## src/sv/edc_pkg.sv

```systemverilog
// Shared types, constants, microcode encodings and tables of the calendar converter.
package edc_pkg;

    // Payload widths
    localparam int VALUE_W = 41;
    localparam int OFS_W   = 46;
    localparam int YEAR_W  = 33;
    localparam int MONTH_W = 4;

    // Datapath widths
    localparam int DIV_W  = 42;
    localparam int REM_W  = 18;
    localparam int ACC_W  = 50;
    localparam int DAY_W  = 18;
    localparam int CYC_W  = 9;
    localparam int PC_W   = 5;

    // Reciprocal scale and width of the divider's reciprocal
    localparam int RCP_S  = 41;
    localparam int RCP_W  = 38;

    // Calendar constants
    localparam int EPOCH_YEAR      = 1970;
    localparam int CYCLE_DAYS      = 146097;
    localparam int EPOCH_CIVIL     = 719468;
    localparam int EPOCH_CYCLE_POS = 370;
    localparam int CYCLE_YEARS     = 400;

    localparam logic signed [OFS_W-1:0] OFS_MAX = {1'b0, {(OFS_W-1){1'b1}}};
    localparam logic signed [OFS_W-1:0] OFS_MIN = {1'b1, {(OFS_W-1){1'b0}}};

    // Datapath operations
    typedef logic [3:0] op_t;
    localparam op_t OP_NOP       = 4'd0;
    localparam op_t OP_LATCH     = 4'd1;
    localparam op_t OP_DIV_START = 4'd2;
    localparam op_t OP_M0_LOAD   = 4'd3;
    localparam op_t OP_YSTEP     = 4'd4;
    localparam op_t OP_MSTEP     = 4'd5;
    localparam op_t OP_M0_OFS    = 4'd6;
    localparam op_t OP_M0_FIN    = 4'd7;
    localparam op_t OP_SPLIT12   = 4'd8;
    localparam op_t OP_YSET      = 4'd9;
    localparam op_t OP_ACC365    = 4'd10;
    localparam op_t OP_SUB_Q     = 4'd11;
    localparam op_t OP_ADD_Q     = 4'd12;
    localparam op_t OP_EMIT      = 4'd13;

    // Jump conditions
    typedef logic [3:0] cond_t;
    localparam cond_t C_NEXT      = 4'd0;
    localparam cond_t C_ALWAYS    = 4'd1;
    localparam cond_t C_NO_ITEM   = 4'd2;
    localparam cond_t C_MODE1     = 4'd3;
    localparam cond_t C_UNIT_YEAR = 4'd4;
    localparam cond_t C_DIV_BUSY  = 4'd5;
    localparam cond_t C_YEAR_MORE = 4'd6;
    localparam cond_t C_MON_MORE  = 4'd7;
    localparam cond_t C_OUT_FULL  = 4'd8;

    // Divisor select
    typedef logic [1:0] dsel_t;
    localparam dsel_t DS_CYCLE   = 2'd0;
    localparam dsel_t DS_MONTHS  = 2'd1;
    localparam dsel_t DS_CENTURY = 2'd2;
    localparam dsel_t DS_QUAD    = 2'd3;

    // Dividend select
    localparam logic SRC_V = 1'b0;
    localparam logic SRC_Y = 1'b1;

    typedef struct packed {
        op_t             op;
        cond_t           cond;
        dsel_t           dsel;
        logic            src_y;
        logic [PC_W-1:0] target;
    } ctrl_t;

    typedef struct packed {
        logic in_valid;
        logic mode;
        logic unit_year;
        logic div_busy;
        logic year_more;
        logic mon_more;
        logic out_full;
    } stat_t;

    // Constant divisor for the shared divider
    function automatic logic [REM_W-1:0] div_const(input dsel_t sel);
        logic [REM_W-1:0] d;
        case (sel)
            DS_CYCLE:   d = REM_W'(CYCLE_DAYS);
            DS_MONTHS:  d = REM_W'(12);
            DS_CENTURY: d = REM_W'(100);
            default:    d = REM_W'(CYCLE_YEARS);
        endcase
        return d;
    endfunction

    // Scaled reciprocal of the divisor, rounded down
    function automatic logic [RCP_W-1:0] div_recip(input dsel_t sel);
        logic [RCP_W-1:0] m;
        case (sel)
            DS_CYCLE:   m = RCP_W'((64'd1 << RCP_S) / 64'(CYCLE_DAYS));
            DS_MONTHS:  m = RCP_W'((64'd1 << RCP_S) / 64'd12);
            DS_CENTURY: m = RCP_W'((64'd1 << RCP_S) / 64'd100);
            default:    m = RCP_W'((64'd1 << RCP_S) / 64'(CYCLE_YEARS));
        endcase
        return m;
    endfunction

    // Days in month, February as a common year
    function automatic logic [4:0] mon_len(input logic [3:0] mon);
        logic [4:0] n;
        case (mon)
            4'd1:                   n = 5'd28;
            4'd3, 4'd5, 4'd8, 4'd10: n = 5'd30;
            default:                n = 5'd31;
        endcase
        return n;
    endfunction

    // Day offset of a month's first day within a March-based year, by month index 0..11
    function automatic logic [8:0] civ_off(input logic [3:0] mr);
        logic [8:0] n;
        case (mr)
            4'd0:    n = 9'd306;
            4'd1:    n = 9'd337;
            4'd2:    n = 9'd0;
            4'd3:    n = 9'd31;
            4'd4:    n = 9'd61;
            4'd5:    n = 9'd92;
            4'd6:    n = 9'd122;
            4'd7:    n = 9'd153;
            4'd8:    n = 9'd184;
            4'd9:    n = 9'd214;
            4'd10:   n = 9'd245;
            default: n = 9'd275;
        endcase
        return n;
    endfunction

endpackage

```

## src/sv/edc_in_if.sv

```systemverilog
// Input item channel: conversion mode and value.
interface edc_in_if import edc_pkg::*; ();
    logic                      valid;
    logic                      ready;
    logic                      mode;
    logic signed [VALUE_W-1:0] value;

    modport source (output valid, mode, value, input ready);
    modport sink   (input valid, mode, value, output ready);
endinterface

```

## src/sv/edc_out_if.sv

```systemverilog
// Result item channel: offset or day count, calendar year and month, saturation flag.
interface edc_out_if import edc_pkg::*; ();
    logic                     valid;
    logic                     ready;
    logic signed [OFS_W-1:0]  offset_or_days;
    logic signed [YEAR_W-1:0] calendar_year;
    logic [MONTH_W-1:0]       calendar_month;
    logic                     saturated;

    modport source (output valid, offset_or_days, calendar_year, calendar_month, saturated,
                    input ready);
    modport sink   (input valid, offset_or_days, calendar_year, calendar_month, saturated,
                    output ready);
endinterface

```

## src/sv/edc_cfg_if.sv

```systemverilog
// Configuration write channel carrying the unit select.
interface edc_cfg_if;
    logic valid;
    logic ready;
    logic unit_is_month;

    modport source (output valid, unit_is_month, input ready);
    modport sink   (input valid, unit_is_month, output ready);
endinterface

```

## src/sv/epoch_day_year_month_convert.sv

```systemverilog
// Gregorian calendar converter. One item is worked at a time. Mode 0 (day count to
// year/month) walks Y (0..399) years inside the 400-year cycle, one year per cycle, and
// then M (0..11) months. Mode 1 (offset to day count) runs two divisions on the shared
// divider for year units and three for month units. A stalled output holds the block
// at its emit step until the output register is free. A finished result waits in an
// output register, so the next item is taken while it is still unread. The unit select
// is written through the configuration channel, which is always ready, and must only
// change while idle.
module epoch_day_year_month_convert import edc_pkg::*; (
    input  logic      clk,
    input  logic      rst_n,
    edc_in_if.sink    data,
    edc_out_if.source result,
    edc_cfg_if.sink   cfg
);

    logic  unit_reg, unit_next;
    ctrl_t ctrl;
    stat_t stat;

    // Hold the unit select
    assign cfg.ready = 1'b1;
    assign unit_next = cfg.valid ? cfg.unit_is_month : unit_reg;

    always_ff @(posedge clk or negedge rst_n)
    begin
        if (!rst_n)
        begin
            unit_reg <= 1'b0;
        end
        else
        begin
            unit_reg <= unit_next;
        end
    end

    // Take an item only at the idle step
    assign data.ready = (ctrl.op == OP_LATCH);

    edc_seq u_seq (
        .clk   (clk),
        .rst_n (rst_n),
        .stat  (stat),
        .ctrl  (ctrl)
    );

    edc_dp u_dp (
        .clk            (clk),
        .rst_n          (rst_n),
        .ctrl           (ctrl),
        .in_valid       (data.valid),
        .in_mode        (data.mode),
        .in_value       (data.value),
        .unit_is_month  (unit_reg),
        .out_ready      (result.ready),
        .out_valid      (result.valid),
        .offset_or_days (result.offset_or_days),
        .calendar_year  (result.calendar_year),
        .calendar_month (result.calendar_month),
        .saturated      (result.saturated),
        .stat           (stat)
    );

endmodule

```

## src/sv/edc_div.sv

```systemverilog
// Shared divider by a constant: reciprocal multiply in partial products, floor quotient.
module edc_div import edc_pkg::*; (
    input  logic                    clk,
    input  logic                    rst_n,
    input  logic                    start,
    input  dsel_t                   dsel,
    input  logic signed [DIV_W-1:0] dividend,
    output logic                    busy,
    output logic signed [DIV_W-1:0] quot,
    output logic [REM_W-1:0]        rem
);

    localparam int MAG_W  = DIV_W - 1;
    localparam int NL_W   = 21;
    localparam int ML_W   = 19;
    localparam int PP_W   = NL_W + ML_W;
    localparam int PROD_W = MAG_W + RCP_W;
    localparam int R_W    = REM_W + 2;
    localparam int STEP_W = 3;

    // Steps: four partial products, the remainder, one correction
    localparam logic [STEP_W-1:0] ST_PP0 = 3'd0;
    localparam logic [STEP_W-1:0] ST_PP1 = 3'd1;
    localparam logic [STEP_W-1:0] ST_PP2 = 3'd2;
    localparam logic [STEP_W-1:0] ST_PP3 = 3'd3;
    localparam logic [STEP_W-1:0] ST_REM = 3'd4;
    localparam logic [STEP_W-1:0] ST_FIX = 3'd5;

    logic              busy_reg, busy_next;
    logic [STEP_W-1:0] step_reg, step_next;
    logic              neg_reg;
    dsel_t             dsel_reg;
    logic [MAG_W-1:0]  mag_reg;
    logic [PROD_W-1:0] prod_reg;
    logic [DIV_W-1:0]  quo_reg;
    logic [R_W-1:0]    rem_reg;

    logic [REM_W-1:0]  divisor;
    logic [RCP_W-1:0]  recip;
    logic [NL_W-1:0]   n_part;
    logic [ML_W-1:0]   m_part;
    logic [PP_W-1:0]   pp;
    logic [PROD_W-1:0] pp_sh;
    logic [DIV_W-1:0]  q_est;
    logic [R_W-1:0]    qd_low;

    assign divisor = div_const(dsel_reg);
    assign recip   = div_recip(dsel_reg);

    // Pick one partial product of magnitude times reciprocal
    always_comb
    begin
        n_part = step_reg[1] ? NL_W'(mag_reg[MAG_W-1:NL_W]) : mag_reg[NL_W-1:0];
        m_part = step_reg[0] ? recip[RCP_W-1:ML_W] : recip[ML_W-1:0];
        pp     = PP_W'(n_part) * PP_W'(m_part);
        unique case (step_reg)
            ST_PP1:  pp_sh = PROD_W'(pp) << ML_W;
            ST_PP2:  pp_sh = PROD_W'(pp) << NL_W;
            ST_PP3:  pp_sh = PROD_W'(pp) << (NL_W + ML_W);
            default: pp_sh = PROD_W'(pp);
        endcase
    end

    // Estimate is low by at most one; the remainder needs only its low bits
    assign q_est  = DIV_W'(prod_reg[PROD_W-1:RCP_S]);
    assign qd_low = q_est[R_W-1:0] * R_W'(divisor);

    // Advance the step counter
    always_comb
    begin
        busy_next = busy_reg;
        step_next = step_reg;
        if (start)
        begin
            busy_next = 1'b1;
            step_next = ST_PP0;
        end
        else if (busy_reg)
        begin
            step_next = step_reg + 1'b1;
            busy_next = (step_reg != ST_FIX);
        end
    end

    always_ff @(posedge clk or negedge rst_n)
    begin
        if (!rst_n)
        begin
            busy_reg <= 1'b0;
            step_reg <= ST_PP0;
        end
        else
        begin
            busy_reg <= busy_next;
            step_reg <= step_next;
        end
    end

    // Load a folded magnitude, accumulate, then fix up quotient and remainder
    always_ff @(posedge clk)
    begin
        if (start)
        begin
            neg_reg  <= dividend[DIV_W-1];
            dsel_reg <= dsel;
            mag_reg  <= dividend[DIV_W-1] ? ~dividend[MAG_W-1:0] : dividend[MAG_W-1:0];
            prod_reg <= '0;
        end
        else if (busy_reg)
        begin
            unique case (step_reg)
                ST_REM:
                begin
                    quo_reg <= q_est;
                    rem_reg <= mag_reg[R_W-1:0] - qd_low;
                end
                ST_FIX:
                begin
                    if (rem_reg >= R_W'(divisor))
                    begin
                        quo_reg <= quo_reg + 1'b1;
                        rem_reg <= rem_reg - R_W'(divisor);
                    end
                end
                default:
                begin
                    prod_reg <= prod_reg + pp_sh;
                end
            endcase
        end
    end

    // Unfold a negative dividend into floor quotient and non-negative remainder
    assign busy = busy_reg;
    assign quot = neg_reg ? $signed(~quo_reg) : $signed(quo_reg);
    assign rem  = neg_reg ? (divisor - REM_W'(1) - rem_reg[REM_W-1:0]) : rem_reg[REM_W-1:0];

endmodule

```

## src/sv/edc_seq.sv

```systemverilog
// Microcode sequencer: program ROM, step counter and conditional jumps.
module edc_seq import edc_pkg::*; (
    input  logic  clk,
    input  logic  rst_n,
    input  stat_t stat,
    output ctrl_t ctrl
);

    // Program steps
    localparam logic [PC_W-1:0] S_IDLE    = 5'd0;
    localparam logic [PC_W-1:0] S_MODE    = 5'd1;
    localparam logic [PC_W-1:0] S_M0_DIV  = 5'd2;
    localparam logic [PC_W-1:0] S_M0_WAIT = 5'd3;
    localparam logic [PC_W-1:0] S_M0_LOAD = 5'd4;
    localparam logic [PC_W-1:0] S_YWALK   = 5'd5;
    localparam logic [PC_W-1:0] S_MWALK   = 5'd6;
    localparam logic [PC_W-1:0] S_M0_OFS  = 5'd7;
    localparam logic [PC_W-1:0] S_M0_FIN  = 5'd8;
    localparam logic [PC_W-1:0] S_M1_UNIT = 5'd9;
    localparam logic [PC_W-1:0] S_M1_DIV  = 5'd10;
    localparam logic [PC_W-1:0] S_M1_WAIT = 5'd11;
    localparam logic [PC_W-1:0] S_SPLIT   = 5'd12;
    localparam logic [PC_W-1:0] S_YSET    = 5'd13;
    localparam logic [PC_W-1:0] S_ACC     = 5'd14;
    localparam logic [PC_W-1:0] S_C_DIV   = 5'd15;
    localparam logic [PC_W-1:0] S_C_WAIT  = 5'd16;
    localparam logic [PC_W-1:0] S_C_SUB   = 5'd17;
    localparam logic [PC_W-1:0] S_Q_DIV   = 5'd18;
    localparam logic [PC_W-1:0] S_Q_WAIT  = 5'd19;
    localparam logic [PC_W-1:0] S_Q_ADD   = 5'd20;
    localparam logic [PC_W-1:0] S_EMIT    = 5'd21;
    localparam logic [PC_W-1:0] S_DONE    = 5'd22;

    function automatic ctrl_t mk(input op_t op, input cond_t cond, input dsel_t dsel,
                                 input logic src_y, input logic [PC_W-1:0] target);
        ctrl_t w;
        w.op     = op;
        w.cond   = cond;
        w.dsel   = dsel;
        w.src_y  = src_y;
        w.target = target;
        return w;
    endfunction

    // Program ROM
    function automatic ctrl_t rom(input logic [PC_W-1:0] pc);
        ctrl_t w;
        unique case (pc)
            S_IDLE:    w = mk(OP_LATCH,     C_NO_ITEM,   DS_CYCLE,   SRC_V, S_IDLE);
            S_MODE:    w = mk(OP_NOP,       C_MODE1,     DS_CYCLE,   SRC_V, S_M1_UNIT);
            S_M0_DIV:  w = mk(OP_DIV_START, C_NEXT,      DS_CYCLE,   SRC_V, S_IDLE);
            S_M0_WAIT: w = mk(OP_NOP,       C_DIV_BUSY,  DS_CYCLE,   SRC_V, S_M0_WAIT);
            S_M0_LOAD: w = mk(OP_M0_LOAD,   C_NEXT,      DS_CYCLE,   SRC_V, S_IDLE);
            S_YWALK:   w = mk(OP_YSTEP,     C_YEAR_MORE, DS_CYCLE,   SRC_V, S_YWALK);
            S_MWALK:   w = mk(OP_MSTEP,     C_MON_MORE,  DS_CYCLE,   SRC_V, S_MWALK);
            S_M0_OFS:  w = mk(OP_M0_OFS,    C_NEXT,      DS_CYCLE,   SRC_V, S_IDLE);
            S_M0_FIN:  w = mk(OP_M0_FIN,    C_ALWAYS,    DS_CYCLE,   SRC_V, S_EMIT);
            S_M1_UNIT: w = mk(OP_NOP,       C_UNIT_YEAR, DS_CYCLE,   SRC_V, S_YSET);
            S_M1_DIV:  w = mk(OP_DIV_START, C_NEXT,      DS_MONTHS,  SRC_V, S_IDLE);
            S_M1_WAIT: w = mk(OP_NOP,       C_DIV_BUSY,  DS_MONTHS,  SRC_V, S_M1_WAIT);
            S_SPLIT:   w = mk(OP_SPLIT12,   C_ALWAYS,    DS_MONTHS,  SRC_V, S_ACC);
            S_YSET:    w = mk(OP_YSET,      C_NEXT,      DS_CYCLE,   SRC_V, S_IDLE);
            S_ACC:     w = mk(OP_ACC365,    C_NEXT,      DS_CYCLE,   SRC_Y, S_IDLE);
            S_C_DIV:   w = mk(OP_DIV_START, C_NEXT,      DS_CENTURY, SRC_Y, S_IDLE);
            S_C_WAIT:  w = mk(OP_NOP,       C_DIV_BUSY,  DS_CENTURY, SRC_Y, S_C_WAIT);
            S_C_SUB:   w = mk(OP_SUB_Q,     C_NEXT,      DS_CENTURY, SRC_Y, S_IDLE);
            S_Q_DIV:   w = mk(OP_DIV_START, C_NEXT,      DS_QUAD,    SRC_Y, S_IDLE);
            S_Q_WAIT:  w = mk(OP_NOP,       C_DIV_BUSY,  DS_QUAD,    SRC_Y, S_Q_WAIT);
            S_Q_ADD:   w = mk(OP_ADD_Q,     C_NEXT,      DS_QUAD,    SRC_Y, S_IDLE);
            S_EMIT:    w = mk(OP_EMIT,      C_OUT_FULL,  DS_CYCLE,   SRC_V, S_EMIT);
            S_DONE:    w = mk(OP_NOP,       C_ALWAYS,    DS_CYCLE,   SRC_V, S_IDLE);
            default:   w = mk(OP_NOP,       C_ALWAYS,    DS_CYCLE,   SRC_V, S_IDLE);
        endcase
        return w;
    endfunction

    logic [PC_W-1:0] pc_reg, pc_next;
    logic            take;

    assign ctrl = rom(pc_reg);

    // Evaluate the jump condition
    always_comb
    begin
        unique case (ctrl.cond)
            C_NEXT:      take = 1'b0;
            C_ALWAYS:    take = 1'b1;
            C_NO_ITEM:   take = !stat.in_valid;
            C_MODE1:     take = stat.mode;
            C_UNIT_YEAR: take = stat.unit_year;
            C_DIV_BUSY:  take = stat.div_busy;
            C_YEAR_MORE: take = stat.year_more;
            C_MON_MORE:  take = stat.mon_more;
            C_OUT_FULL:  take = stat.out_full;
            default:     take = 1'b0;
        endcase
        pc_next = take ? ctrl.target : pc_reg + 1'b1;
    end

    always_ff @(posedge clk or negedge rst_n)
    begin
        if (!rst_n)
        begin
            pc_reg <= S_IDLE;
        end
        else
        begin
            pc_reg <= pc_next;
        end
    end

endmodule

```

## src/sv/edc_dp.sv

```systemverilog
// Datapath: working registers, year and month walk, civil formula and output register.
module edc_dp import edc_pkg::*; (
    input  logic                      clk,
    input  logic                      rst_n,
    input  ctrl_t                     ctrl,
    input  logic                      in_valid,
    input  logic                      in_mode,
    input  logic signed [VALUE_W-1:0] in_value,
    input  logic                      unit_is_month,
    input  logic                      out_ready,
    output logic                      out_valid,
    output logic signed [OFS_W-1:0]   offset_or_days,
    output logic signed [YEAR_W-1:0]  calendar_year,
    output logic [MONTH_W-1:0]        calendar_month,
    output logic                      saturated,
    output stat_t                     stat
);

    localparam logic [CYC_W-1:0] CYC_LAST = CYC_W'(CYCLE_YEARS - 1);

    localparam logic signed [ACC_W-1:0] K12     = 12;
    localparam logic signed [ACC_W-1:0] K365    = 365;
    localparam logic signed [ACC_W-1:0] K400    = CYCLE_YEARS;
    localparam logic signed [ACC_W-1:0] K_EPOCH = EPOCH_YEAR;
    localparam logic signed [ACC_W-1:0] K_CIVIL = EPOCH_CIVIL;
    localparam logic signed [DIV_W-1:0] Y_EPOCH    = EPOCH_YEAR;
    localparam logic signed [DIV_W-1:0] Y_EPOCH_M1 = EPOCH_YEAR - 1;

    // Working registers
    logic                      mode_reg, mode_next;
    logic signed [VALUE_W-1:0] v_reg, v_next;
    logic signed [DIV_W-1:0]   y_reg, y_next;
    logic signed [ACC_W-1:0]   acc_reg, acc_next;
    logic [DAY_W-1:0]          day_reg, day_next;
    logic [CYC_W-1:0]          k_reg, k_next;
    logic [CYC_W-1:0]          cyc_reg, cyc_next;
    logic [3:0]                mon_reg, mon_next;
    logic [3:0]                mr_reg, mr_next;
    logic signed [YEAR_W-1:0]  year_reg, year_next;
    logic [MONTH_W-1:0]        month_reg, month_next;

    // Output register
    logic                      out_valid_reg, out_valid_next;
    logic signed [OFS_W-1:0]   ofs_out_reg;
    logic signed [YEAR_W-1:0]  year_out_reg;
    logic [MONTH_W-1:0]        month_out_reg;
    logic                      sat_out_reg;

    // Divider hookup
    logic                      div_start;
    logic signed [DIV_W-1:0]   div_a;
    logic                      div_busy;
    logic signed [DIV_W-1:0]   quot;
    logic [REM_W-1:0]          rem;

    logic signed [ACC_W-1:0]   y_ext;
    logic                      leap;
    logic [8:0]                ylen;
    logic [4:0]                mlen;
    logic                      year_more;
    logic                      mon_more;
    logic                      out_full;
    logic                      emit;
    logic                      fits;

    assign div_start = (ctrl.op == OP_DIV_START);
    assign div_a     = ctrl.src_y ? y_reg : DIV_W'(v_reg);

    edc_div u_div (
        .clk      (clk),
        .rst_n    (rst_n),
        .start    (div_start),
        .dsel     (ctrl.dsel),
        .dividend (div_a),
        .busy     (div_busy),
        .quot     (quot),
        .rem      (rem)
    );

    // Leap rule from the position in the 400-year cycle
    assign leap = (cyc_reg[1:0] == 2'd0) && (cyc_reg != CYC_W'(100)) &&
                  (cyc_reg != CYC_W'(200)) && (cyc_reg != CYC_W'(300));
    assign ylen = leap ? 9'd366 : 9'd365;
    assign mlen = (mon_reg == 4'd1 && leap) ? 5'd29 : mon_len(mon_reg);

    assign year_more = day_reg >= DAY_W'(ylen);
    assign mon_more  = (day_reg >= DAY_W'(mlen)) && (mon_reg < 4'd11);

    assign y_ext = ACC_W'(y_reg);

    // Execute the current micro-op
    always_comb
    begin
        mode_next  = mode_reg;
        v_next     = v_reg;
        y_next     = y_reg;
        acc_next   = acc_reg;
        day_next   = day_reg;
        k_next     = k_reg;
        cyc_next   = cyc_reg;
        mon_next   = mon_reg;
        mr_next    = mr_reg;
        year_next  = year_reg;
        month_next = month_reg;
        unique case (ctrl.op)
            OP_LATCH:
            begin
                if (in_valid)
                begin
                    mode_next = in_mode;
                    v_next    = in_value;
                end
            end
            OP_M0_LOAD:
            begin
                y_next   = quot;
                day_next = rem;
                k_next   = '0;
                cyc_next = CYC_W'(EPOCH_CYCLE_POS);
                mon_next = '0;
            end
            OP_YSTEP:
            begin
                if (year_more)
                begin
                    day_next = day_reg - DAY_W'(ylen);
                    k_next   = k_reg + 1'b1;
                    cyc_next = (cyc_reg == CYC_LAST) ? '0 : cyc_reg + 1'b1;
                end
            end
            OP_MSTEP:
            begin
                if (mon_more)
                begin
                    day_next = day_reg - DAY_W'(mlen);
                    mon_next = mon_reg + 1'b1;
                end
            end
            OP_M0_OFS:
            begin
                acc_next = y_ext * K400 + $signed({{(ACC_W-CYC_W){1'b0}}, k_reg});
            end
            OP_M0_FIN:
            begin
                year_next  = YEAR_W'(acc_reg + K_EPOCH);
                month_next = MONTH_W'(mon_reg + 4'd1);
                if (unit_is_month)
                begin
                    acc_next = acc_reg * K12 + $signed({{(ACC_W-4){1'b0}}, mon_reg});
                end
            end
            OP_SPLIT12:
            begin
                y_next  = quot + ((rem < REM_W'(2)) ? Y_EPOCH_M1 : Y_EPOCH);
                mr_next = rem[3:0];
            end
            OP_YSET:
            begin
                y_next  = DIV_W'(v_reg) + Y_EPOCH_M1;
                mr_next = '0;
            end
            OP_ACC365:
            begin
                acc_next = y_ext * K365 + (y_ext >>> 2)
                         + $signed({{(ACC_W-9){1'b0}}, civ_off(mr_reg)}) - K_CIVIL;
            end
            OP_SUB_Q:
            begin
                acc_next = acc_reg - ACC_W'(quot);
            end
            OP_ADD_Q:
            begin
                acc_next   = acc_reg + ACC_W'(quot);
                year_next  = '0;
                month_next = '0;
            end
            default:
            begin
            end
        endcase
    end

    always_ff @(posedge clk)
    begin
        mode_reg  <= mode_next;
        v_reg     <= v_next;
        y_reg     <= y_next;
        acc_reg   <= acc_next;
        day_reg   <= day_next;
        k_reg     <= k_next;
        cyc_reg   <= cyc_next;
        mon_reg   <= mon_next;
        mr_reg    <= mr_next;
        year_reg  <= year_next;
        month_reg <= month_next;
    end

    // Clip the accumulator into the result range
    assign fits = (&acc_reg[ACC_W-1:OFS_W-1]) || !(|acc_reg[ACC_W-1:OFS_W-1]);

    // Hand the result to the output register once it is free
    assign out_full = out_valid_reg && !out_ready;
    assign emit     = (ctrl.op == OP_EMIT) && !out_full;

    always_comb
    begin
        out_valid_next = out_valid_reg;
        if (emit)
        begin
            out_valid_next = 1'b1;
        end
        else if (out_valid_reg && out_ready)
        begin
            out_valid_next = 1'b0;
        end
    end

    always_ff @(posedge clk or negedge rst_n)
    begin
        if (!rst_n)
        begin
            out_valid_reg <= 1'b0;
        end
        else
        begin
            out_valid_reg <= out_valid_next;
        end
    end

    always_ff @(posedge clk)
    begin
        if (emit)
        begin
            ofs_out_reg   <= fits ? acc_reg[OFS_W-1:0] : (acc_reg[ACC_W-1] ? OFS_MIN : OFS_MAX);
            year_out_reg  <= year_reg;
            month_out_reg <= month_reg;
            sat_out_reg   <= !fits;
        end
    end

    assign out_valid      = out_valid_reg;
    assign offset_or_days = ofs_out_reg;
    assign calendar_year  = year_out_reg;
    assign calendar_month = month_out_reg;
    assign saturated      = sat_out_reg;

    // Report flags to the sequencer
    assign stat.in_valid  = in_valid;
    assign stat.mode      = mode_reg;
    assign stat.unit_year = !unit_is_month;
    assign stat.div_busy  = div_busy;
    assign stat.year_more = year_more;
    assign stat.mon_more  = mon_more;
    assign stat.out_full  = out_full;

endmodule

```

## src/flat_wrapper.sv

```systemverilog
// flat-port wrapper written by rule: the top's interface ports become plain ports
module epoch_day_year_month_convert_flat import edc_pkg::*;
  (clk, rst_n, data_valid, data_mode, data_value, data_ready, result_valid, result_offset_or_days, result_calendar_year, result_calendar_month, result_saturated, result_ready, cfg_valid, cfg_unit_is_month, cfg_ready);
  edc_in_if data_i ();
  edc_out_if result_i ();
  edc_cfg_if cfg_i ();
  input  logic clk;
  input  logic rst_n;
  input wire logic [$bits(data_i.valid)-1:0] data_valid;
  input wire logic [$bits(data_i.mode)-1:0] data_mode;
  input wire logic [$bits(data_i.value)-1:0] data_value;
  output wire logic [$bits(data_i.ready)-1:0] data_ready;
  output wire logic [$bits(result_i.valid)-1:0] result_valid;
  output wire logic [$bits(result_i.offset_or_days)-1:0] result_offset_or_days;
  output wire logic [$bits(result_i.calendar_year)-1:0] result_calendar_year;
  output wire logic [$bits(result_i.calendar_month)-1:0] result_calendar_month;
  output wire logic [$bits(result_i.saturated)-1:0] result_saturated;
  input wire logic [$bits(result_i.ready)-1:0] result_ready;
  input wire logic [$bits(cfg_i.valid)-1:0] cfg_valid;
  input wire logic [$bits(cfg_i.unit_is_month)-1:0] cfg_unit_is_month;
  output wire logic [$bits(cfg_i.ready)-1:0] cfg_ready;
  assign data_i.valid = data_valid;
  assign data_i.mode = data_mode;
  assign data_i.value = data_value;
  assign data_ready = data_i.ready;
  assign result_valid = result_i.valid;
  assign result_offset_or_days = result_i.offset_or_days;
  assign result_calendar_year = result_i.calendar_year;
  assign result_calendar_month = result_i.calendar_month;
  assign result_saturated = result_i.saturated;
  assign result_i.ready = result_ready;
  assign cfg_i.valid = cfg_valid;
  assign cfg_i.unit_is_month = cfg_unit_is_month;
  assign cfg_ready = cfg_i.ready;
  epoch_day_year_month_convert u_core (.clk(clk), .rst_n(rst_n), .data(data_i), .result(result_i), .cfg(cfg_i));
endmodule
```

## config.mk

```make
export PLATFORM = sky130hd
export DESIGN_NAME = epoch_day_year_month_convert_flat
export DESIGN_NICKNAME = d
export VERILOG_FILES = /design/src/sv/edc_pkg.sv /design/src/sv/edc_in_if.sv /design/src/sv/edc_out_if.sv /design/src/sv/edc_cfg_if.sv /design/src/sv/epoch_day_year_month_convert.sv /design/src/sv/edc_div.sv /design/src/sv/edc_seq.sv /design/src/sv/edc_dp.sv /design/src/flat_wrapper.sv
export SDC_FILE = /design/constraint.sdc
export NUM_CORES = 2
export LEC_CHECK = 0
export BUFFER_PORTS_ARGS = -buffer_cell sky130_fd_sc_hd__buf_4
export CORE_ASPECT_RATIO = 0.75
export CORE_MARGIN = 10
export CORE_UTILIZATION = 48
export DETAILED_ROUTE_END_ITERATION = 10
export PLACE_DENSITY = 0.7
export SETUP_SLACK_MARGIN = 0.15
export SLEW_MARGIN = 25
export SYNTH_ARGS = -nofsm -noshare
export SYNTH_HDL_FRONTEND = slang
export SYNTH_SLANG_ARGS = --single-unit
```

## constraint.sdc

```tcl
create_clock -name clk -period 22.3 [get_ports clk]
set_clock_uncertainty 0.15 [all_clocks]
set_input_delay 2.23 -clock clk [delete_from_list [all_inputs] [get_ports clk]]
set_output_delay 2.23 -clock clk [all_outputs]
set_load 0.02 [all_outputs]
```

==> results.yml <==
logic_synthesis:
  synth-edff-count: 405
  synth-async-reset-ratio_pct: 2.18
  synth.distinct_cells: 125
  ys.flop_type: "edfxtp_1"
  syn_area_per_cell_sq_um: 8.69
  synth-seq-area-share_pct: 18.7
  synth_top_area_cell: "fa_1"
  synth.area.top_cells: "fa_1 19%, edfxtp_1 16%, ha_1 14%"
  ys_seq_elements: 504
  yosysWarnings: 0
  synth_top_area_share_pct: 19.3
  syn_inst: 8738
  synthesis.nets: 10300
  synth_commonest_cells: "1218 x inv_1, 886 x nand2_1, 823 x ha_1, 734 x fa_1, 650 x nor2_1"
  synth.most_common_cell: "inv_1"
  synth_area_sq_mm: 0.0759
worst_setup_path:
  startpoint_type: "flop"
  criticalPathCategory: "flop to flop"
  worstPathArrival_ns: 14.35
  crit_top_cell: "fa_1"
  cp.required_ns: 22.75
  cp_max_fo: 20
  worstRegToRegCells: 40
  max_stage_delay_ns: 0.88
  slowest_stage: "o21ai_4"
  worstSetupEndpointType: "flop"
sta:
  rsz0062_at_grt: "false"
  fin_ws_ns: 8.40
  finalSetupTns_ns: 0
  fmax_ghz: 0.0720
  finalMaxSlewViolations: 0
  finalSetupViolations: 0
  layout_min_cycle_time_ns: 13.90
  worst_pin_slew_ns: 1.08
  hold_viol: 0
  slew_headroom_pct: 26.1
  timing.final.crit_share_pct: 62.3
clocking:
  cts_hold_buffers: 0
  cts_tree: "yes"
  cts_buffers: 60
  cts_htree_levels: 2
  max-clock-path-buffers: 3
  cts_setup_buffers: 0
  clk_pin_slew_ns: 0.07
  post_cts_resized: 0
  clock_latency_ns: 0.73
  clock-sinks: 504
  root_buffer: "clkbuf_16"
global_routing:
  grt_pass1_vias: 61800
  grt-ovfl-total: 0
  grt_antenna_before_repair: 4
  groute.usage.overall_pct: 27.4
  grt_max_degree: 161
  grt_pass1_wl_um: 377000
route:
  via_count: 64700
  drt_wl_total_um: 246000
  avgRoutedWirePerCell_um: 22.7
  viasPerCell: 5.98
  antenna_left: 0
  drtIter0Drc: 7733
  drc: 0
  dr.pass1.iters: 8
die:
  rows: 126
  io_pins: 135
  die_height_um: 364
  core_sq_mm: 0.157
  die_w_um: 479
  die_area_sq_mm: 0.175
  start_util_pct: 48.3
worst_hold_path:
  whs_path_depth: 0
  min_path_type: "flop to flop"
placement:
  dpl.hpwl_um: 200000
  port_buffers: 133
  dp_slack_ns: 8.52
  gp_congestion: 0.994
outcome:
  status: "completed"
layout:
  layout.nets: 10300
  drive_gt1_share_pct: 5.71
  nFillCells: 14800
  area_growth_pct: 6.87
  largest_reg_flops: 79
  diodes: 0
job:
  cap_violations: 0
metrics by stage:
step                util [%]  cell area [sq um]  cells  hold WS, ns
finish                  51.6              81200  10800        0.269
floorplan                  -              75900   8738        0.250
CTS                     51.6              81100  10800        0.271
global route            51.6              81200  10800        0.276
global placement        50.2              79100  10700        0.256
detailed placement      50.3              79100  10700        0.256
placed cells by master, fill, tap and decap left out, types with 81 or more instances in the layout:
cell / netlist / routed
nor3_1: 135 / 133
xnor2_1: 386 / 386
fa_1: 734 / 734
and2_1: 115 / 114
nand3_1: 198 / 198
buf_4: 8 / 228
a21oi_1: 534 / 529
inv_1: 1218 / 1218
dfxtp_1: 88 / 88
a21o_1: 236 / 236
nand2_1: 886 / 882
o21ai_0: 328 / 327
nand4_1: 83 / 83
mux2i_1: 83 / 81
ha_1: 823 / 823
edfxtp_1: 405 / 405
nor2_1: 650 / 642
xor2_1: 282 / 282
path summary, 6_finish.rpt:
check / start / end / slack, ns
max: u_core.u_dp.u_div.dsel_reg[0] / u_core.u_dp.u_div.prod_reg[75] / 8.40
min: u_core.u_dp.year_reg[24] / u_core.u_dp.calendar_year[24] / 0.27
max reg2reg: u_core.u_dp.u_div.dsel_reg[0] / u_core.u_dp.u_div.prod_reg[75] / 8.40
min reg2reg: u_core.u_dp.year_reg[24] / u_core.u_dp.calendar_year[24] / 0.27
max in group asynchronous: rst_n / u_core.u_dp.u_div.step_reg[1] / 20.44
min in group asynchronous: rst_n / u_core.u_seq.pc_reg[4] / 1.25
layer usage:
metal	vias up	part of all wire, %	GRT usage (%)	wire length (um)
met5	-	0	0	0
met4	0	2.6	6.44	6370
met3	358	12	7.57	29800
met2	3159	40	38.1	97900
met1	31600	45	41.6	112000
li1	29600	-	-	-
area by class of cell:
class                   count  area [sq um]  share of cell area (%)
well taps                2112          2640                    3.26
clock buffers              77          1680                    2.07
clock inverters            35           388                   0.478
flip-flops and latches    504         14200                    17.5
repair buffers            229          1730                    2.13
inverters                1222          4590                    5.65
multi-input cells        6649         55900                    68.9
critical path: cells and delay by family (launching register included):
kind / cells / cell delay (ns)
fa+ha+maj: 9 / 4.51
buf+inv: 7 / 1.63
compound gates: 15 / 4.35
flops: 1 / 0.56
simple gates: 7 / 2.07
xor+xnor: 2 / 0.52
logic make-up after synthesis:
logic type / Yosys count / synth area share (%)
compound gates: 1873 / 16.2
buf+inv: 1585 / 7.92
xor+xnor: 672 / 7.79
mux: 113 / 1.55
simple gates: 2433 / 14.9
flops: 504 / 18.7
fa+ha+maj: 1557 / 32.9
other cells: 1 / 0.00494
Power is left out: the tool's default activity adds up to more than one toggle a clock period on the data nets, which glitch-free logic cannot reach.
